==> src/rtl/core/mdrc_pkg.sv <==
// shared types and constants for the memory deny-range checker
// no dependencies; imported by every module of the block
`timescale 1ns / 1ps

package mdrc_pkg;

  localparam int NUM_ENTRIES = 16;
  localparam int ADDR_W      = 64;
  localparam int IDX_W       = (NUM_ENTRIES > 1) ? $clog2(NUM_ENTRIES) : 1;
  localparam int FILL_W      = $clog2(NUM_ENTRIES + 1);

  typedef enum logic [1:0] {
    STAT_OK      = 2'd0,
    STAT_INVALID = 2'd1,
    STAT_FULL    = 2'd2
  } status_t;

  typedef enum logic [1:0] {
    S_IDLE,
    S_EVAL,
    S_SCAN
  } state_t;

  typedef struct packed {
    logic              mode;
    logic [ADDR_W-1:0] start_address;
    logic [ADDR_W-1:0] length;
  } req_t;

  typedef struct packed {
    logic    permitted;
    status_t status;
  } res_t;

  // controller to datapath
  typedef struct packed {
    logic    load;
    logic    append;
    logic    scan_clr;
    logic    scan_go;
    logic    res_load;
    logic    res_permitted;
    status_t res_status;
  } ctrl_cmd_t;

  // datapath to controller
  typedef struct packed {
    logic range_ok;
    logic add_mode;
    logic full;
    logic scan_fin;
    logic hit;
  } dp_stat_t;

endpackage

==> src/rtl/core/mdrc_ctrl.sv <==
// controller: request sequencing state machine and result handshake
// uses mdrc_pkg; drives the datapath through ctrl_cmd_t
`timescale 1ns / 1ps

module mdrc_ctrl
  import mdrc_pkg::*;
(
  input  logic      clk,
  input  logic      rst_n,
  input  logic      in_valid,
  output logic      in_stall,
  output logic      out_valid,
  input  logic      out_stall,
  input  dp_stat_t  stat,
  output ctrl_cmd_t cmd
);

  state_t state_r;
  state_t state_nxt;
  logic   out_valid_r;
  logic   out_valid_nxt;
  logic   slot_free;

  // result register may be refilled in the cycle it is taken
  assign slot_free = !out_valid_r || !out_stall;
  assign in_stall  = (state_r != S_IDLE);
  assign out_valid = out_valid_r;

  always_ff @(posedge clk) begin
    if (!rst_n) begin
      state_r     <= S_IDLE;
      out_valid_r <= 1'b0;
    end else begin
      state_r     <= state_nxt;
      out_valid_r <= out_valid_nxt;
    end
  end

  always_comb begin
    state_nxt = state_r;
    cmd       = '0;
    cmd.res_status = STAT_OK;
    case (state_r)
      S_IDLE: begin
        if (in_valid) begin
          cmd.load  = 1'b1;
          state_nxt = S_EVAL;
        end
      end
      S_EVAL: begin
        if (!stat.range_ok) begin
          if (slot_free) begin
            cmd.res_load   = 1'b1;
            cmd.res_status = STAT_INVALID;
            state_nxt      = S_IDLE;
          end
        end else if (stat.add_mode) begin
          if (slot_free) begin
            cmd.res_load   = 1'b1;
            cmd.append     = !stat.full;
            cmd.res_status = stat.full ? STAT_FULL : STAT_OK;
            state_nxt      = S_IDLE;
          end
        end else begin
          cmd.scan_clr = 1'b1;
          state_nxt    = S_SCAN;
        end
      end
      S_SCAN: begin
        cmd.scan_go = 1'b1;
        if (stat.scan_fin && slot_free) begin
          cmd.res_load      = 1'b1;
          cmd.res_permitted = !stat.hit;
          state_nxt         = S_IDLE;
        end
      end
      default: begin
        state_nxt = S_IDLE;
      end
    endcase
  end

  always_comb begin
    out_valid_nxt = out_valid_r;
    if (cmd.res_load) begin
      out_valid_nxt = 1'b1;
    end else if (out_valid_r && !out_stall) begin
      out_valid_nxt = 1'b0;
    end
  end

  a_res_slot: assert property (@(posedge clk) disable iff (!rst_n)
    cmd.res_load |-> (!out_valid_r || !out_stall))
    else $error("result loaded over an untaken transfer");

  a_append_legal: assert property (@(posedge clk) disable iff (!rst_n)
    cmd.append |-> (stat.range_ok && !stat.full && stat.add_mode))
    else $error("append of invalid range or into full table");

  a_hit_denies: assert property (@(posedge clk) disable iff (!rst_n)
    (state_r == S_SCAN && stat.hit && cmd.res_load) |-> !cmd.res_permitted)
    else $error("overlapping check reported as permitted");

endmodule

==> config.mk <==
export PLATFORM = sky130hd
export DESIGN_NAME = mdrc_ctrl
export DESIGN_NICKNAME = d
export VERILOG_FILES = /design/src/rtl/core/mdrc_pkg.sv /design/src/rtl/core/mdrc_ctrl.sv
export SDC_FILE = /design/constraint.sdc
export NUM_CORES = 1
export LEC_CHECK = 0
export BUFFER_PORTS_ARGS = -buffer_cell sky130_fd_sc_hd__buf_2
export CAP_MARGIN = 20
export CORE_AREA = 2 2 39 41
export CTS_BUF_LIST = sky130_fd_sc_hd__clkbuf_2 sky130_fd_sc_hd__clkbuf_4 sky130_fd_sc_hd__clkbuf_8
export DETAILED_ROUTE_END_ITERATION = 10
export DIE_AREA = 0 0 41 43
export HOLD_SLACK_MARGIN = 0.03
export SYNTH_ARGS = -nofsm -noshare
export SYNTH_HDL_FRONTEND = slang
export SYNTH_SLANG_ARGS = --single-unit
==> constraint.sdc <==
create_clock -name clk -period 2.3 [get_ports clk]
set_input_delay 0.345 -clock clk [delete_from_list [all_inputs] [get_ports clk]]
set_output_delay 0.345 -clock clk [all_outputs]
set_load 0.02 [all_outputs]
==> impl_metrics.sql <==
INSERT INTO impl_metrics (metric_group, metric, value, unit) VALUES
('status', 'status', 'completed', ''),
('sta', 'final-hold-violation-count', '0', ''),
('cts', 'clk_latency', '0.23', 'ns'),
('pwr', 'sw_frac_of_total', '30.8', '%'),
('placed_design', 'portBuffers', '18', ''),
('pwr', 'cellPowerDensity', '566', 'mW/mm^2'),
('cells_and_area', 'nNetsFinal', '71', ''),
('pwr', 'cell_internal_pwr', '161', 'uW'),
('cells_and_area', 'area_taken_by_multi_input_logic_gates', '189', 'um^2'),
('grt', 'gr-total-overflow', '0', ''),
('worst_setup_path', 'critical_path.startpoint_type', 'flip-flop', ''),
('synth', 'synthTopCellsByArea', 'sky130_fd_sc_hd__dfxtp_1 22%, sky130_fd_sc_hd__ha_1 13%, sky130_fd_sc_hd__nand2_1 6.7%, sky130_fd_sc_hd__a21oi_1 5.4%, sky130_fd_sc_hd__a221oi_2 5.4%', ''),
('job', 'max_cap_violations', '0', ''),
('cts', 'tritoncts', 'yes', ''),
('cts', 'cts-root-to-sink-buffers', '2', ''),
('synth', 'syn_nets', '49', ''),
('floorplan', 'chipWidth', '41', 'um'),
('synth', 'yosys.cell_count.top_type', 'sky130_fd_sc_hd__nand2_1', ''),
('sta', 'post-route-period-util', '79.4', '%'),
('floorplan', 'io-pin-count', '19', ''),
('synth', 'synth_area_leader_cell', 'sky130_fd_sc_hd__dfxtp_1', ''),
('grt', 'via_count_of_the_first_global_routing_pass', '285', ''),
('drt', 'first_iter_violations', '2', ''),
('placed_design', 'gp_routability_congestion', '0.684', ''),
('sta', 'finClkSkew', '0.000741', 'ns'),
('cts', 'cts.repair_timing.setup_buffer_count', '0', ''),
('synth', 'async_reset_ff_share', '0', '%'),
('grt', 'globalRouteTotalUtil', '9.44', '%'),
('cells_and_area', 'layoutNonFillerInstCount', '74', ''),
('drt', 'wl_per_cell', '9.32', 'um'),
('grt', 'grt_pass1_wl', '1070', 'um'),
('synth', 'yosysSeqAreaShare', '21.5', '%'),
('sta', 'max_freq', '0.548', 'GHz'),
('placed_design', 'place_hpwl', '580', 'um'),
('worst_setup_path', 'critical_path.max_fanout', '5', ''),
('worst_hold_path', 'holdCritPathClass', 'input pin to flip-flop', ''),
('pwr', 'ir_drop', '0.000216', 'V'),
('sta', 'setup_violations', '0', ''),
('worst_setup_path', 'worst-endpoint-arrival', '1.48', 'ns'),
('worst_setup_path', 'crit_required', '1.96', 'ns'),
('cts', 'cts.reportedPaths.clkPinSlew', '0.04', 'ns'),
('synth', 'ys_types', '20', ''),
('cts', 'cts-resized-gates', '0', ''),
('cts', 'cts_buf_count', '3', ''),
('drt', 'finalWirelength', '690', 'um'),
('floorplan', 'chipHeight', '43', 'um'),
('cts', 'holdBufCountCts', '0', ''),
('cells_and_area', 'area.growth.synth_to_final', '47.5', '%'),
('pwr', 'leakagePower', '0.212', 'nW'),
('sta', 'timing.final.max_slew_violations', '0', ''),
('cells_and_area', 'sequential_cell_area', '60.1', 'um^2'),
('placed_design', 'placed_cells', '70', ''),
('pwr', 'report.power.total', '233', 'uW'),
('pwr', 'net-switching-power', '71.7', 'uW'),
('grt', 'maximum_number_of_pins_on_one_net_before_global_route_repair', '7', ''),
('cts', 'clock_sinks', '3', ''),
('synth', 'synth_common_cells', '5 x sky130_fd_sc_hd__nand2_1, 4 x sky130_fd_sc_hd__inv_1, 4 x sky130_fd_sc_hd__nor2_1', ''),
('synth', 'synth_largest_type_area_fraction', '21.5', '%'),
('drt', 'drt_pre_antenna_iters', '2', ''),
('floorplan', 'core', '0.00138', 'mm^2'),
('synth', 'synth_edf_count', '0', ''),
('synth', 'post_synth.cell_area_avg', '7.54', 'um^2'),
('worst_setup_path', 'criticalPathCategory', 'flip-flop to output port', ''),
('sta', 'grt_setup_unrepaired', 'false', ''),
('synth', 'syn_area', '279', 'um^2'),
('pwr', 'combinationalPowerShare', '30.6', '%'),
('sta', 'slew_headroom', '84.9', '%'),
('worst_setup_path', 'critical-path-slowest-cell', 'sky130_fd_sc_hd__dfxtp_1', ''),
('pwr', 'clock_power_share', '44.1', '%'),
('sta', 'tightestPinTransition', '0.227', 'ns'),
('drt', 'drtAntennaViolNets', '0', '');
worst paths after layout:
path,from,depth (start not counted),end,slack [ns]
worst max-delay path,state_r[0],6,cmd[3],0.47
worst max register to register,state_r[0],6,state_r[1],0.95
worst min-delay path,rst_n,3,state_r[1],0.39
worst min register to register,state_r[1],2,state_r[1],0.54
metrics by stage:
stage	hold slack (ns)	instance area, um^2	setup WS [ns]	utilization, %
floorplan	0.498	279	0.655	-
global placement	0.548	382	0.726	27.6
detailed placement	0.545	382	0.728	27.6
CTS	0.384	412	0.463	29.7
global route	0.394	412	0.378	29.7
finish	0.391	412	0.475	29.7
placed cells by master, fill, tap and decap left out:
cell / n
sky130_fd_sc_hd__buf_2: 18
sky130_fd_sc_hd__nand2_1: 5
sky130_fd_sc_hd__nor2_1: 4
sky130_fd_sc_hd__inv_1: 4
sky130_fd_sc_hd__clkbuf_4: 4
sky130_fd_sc_hd__a21oi_1: 3
sky130_fd_sc_hd__ha_1: 3
sky130_fd_sc_hd__dfxtp_1: 3
sky130_fd_sc_hd__inv_2: 2
sky130_fd_sc_hd__and2_4: 1
sky130_fd_sc_hd__nand2b_1: 1
sky130_fd_sc_hd__a22o_2: 1
sky130_fd_sc_hd__nor3b_1: 1
sky130_fd_sc_hd__nand4_1: 1
sky130_fd_sc_hd__nor3_1: 1
sky130_fd_sc_hd__and2_1: 1
sky130_fd_sc_hd__a41oi_1: 1
sky130_fd_sc_hd__nand3_1: 1
sky130_fd_sc_hd__o221ai_2: 1
sky130_fd_sc_hd__a221oi_2: 1
sky130_fd_sc_hd__o32ai_1: 1
power groups by stage:
| stage | Clock, mW | Combinational [mW] | Sequential [mW] |
|---|---|---|---|
| 3_5_place_dp | 0 | 0.0715 | 0.0596 |
| 4_1_cts | 0.110 | 0.0720 | 0.0589 |
| 2_1_floorplan | 0 | 0.0478 | 0.0602 |
| 5_1_grt | 0.114 | 0.0780 | 0.0596 |
| 3_3_place_gp | 0 | 0.0713 | 0.0599 |
| 6_report | 0.103 | 0.0712 | 0.0589 |
layer usage:
metal | wire (um) | track usage (%) | part of all wire, %
met1 | 259 | 9.65 | 38
met4 | 0 | 10.0 | 0
met5 | 0 | 0 | 0
met3 | 47 | 1.57 | 6.8
met2 | 384 | 14.4 | 56
registers in the layout, summed over array words and instances (netlist names):
signal and count:
out_valid 1, state_r 2
cell type report:
| class | count | share of cell area [%] |
|---|---|---|
| multi-input combinational | 27 | 45.9 |
| timing repair buffer | 18 | 21.9 |
| clock buffer | 4 | 7.29 |
| sequential | 3 | 14.6 |
| inverter | 6 | 5.47 |
| tap | 16 | 4.86 |
worst max-delay path: cells and delay by family (launching register included):
family,cells,cell delay [ns]
AOI/OAI and AO/OA,1,0.28
and+or+nand+nor,2,0.12
DFF,1,0.35
buffers and inverters,2,0.24
adders and majority gates,1,0.27
kinds of logic after synthesis:
kind of cell,share of synthesized area [%]
AOI/OAI and AO/OA,26.0
adders and majority gates,13.5
buffers and inverters,10.8
DFF,21.5
and+or+nand+nor,28.3
Note: power is estimated with default switching activity, not from simulation.
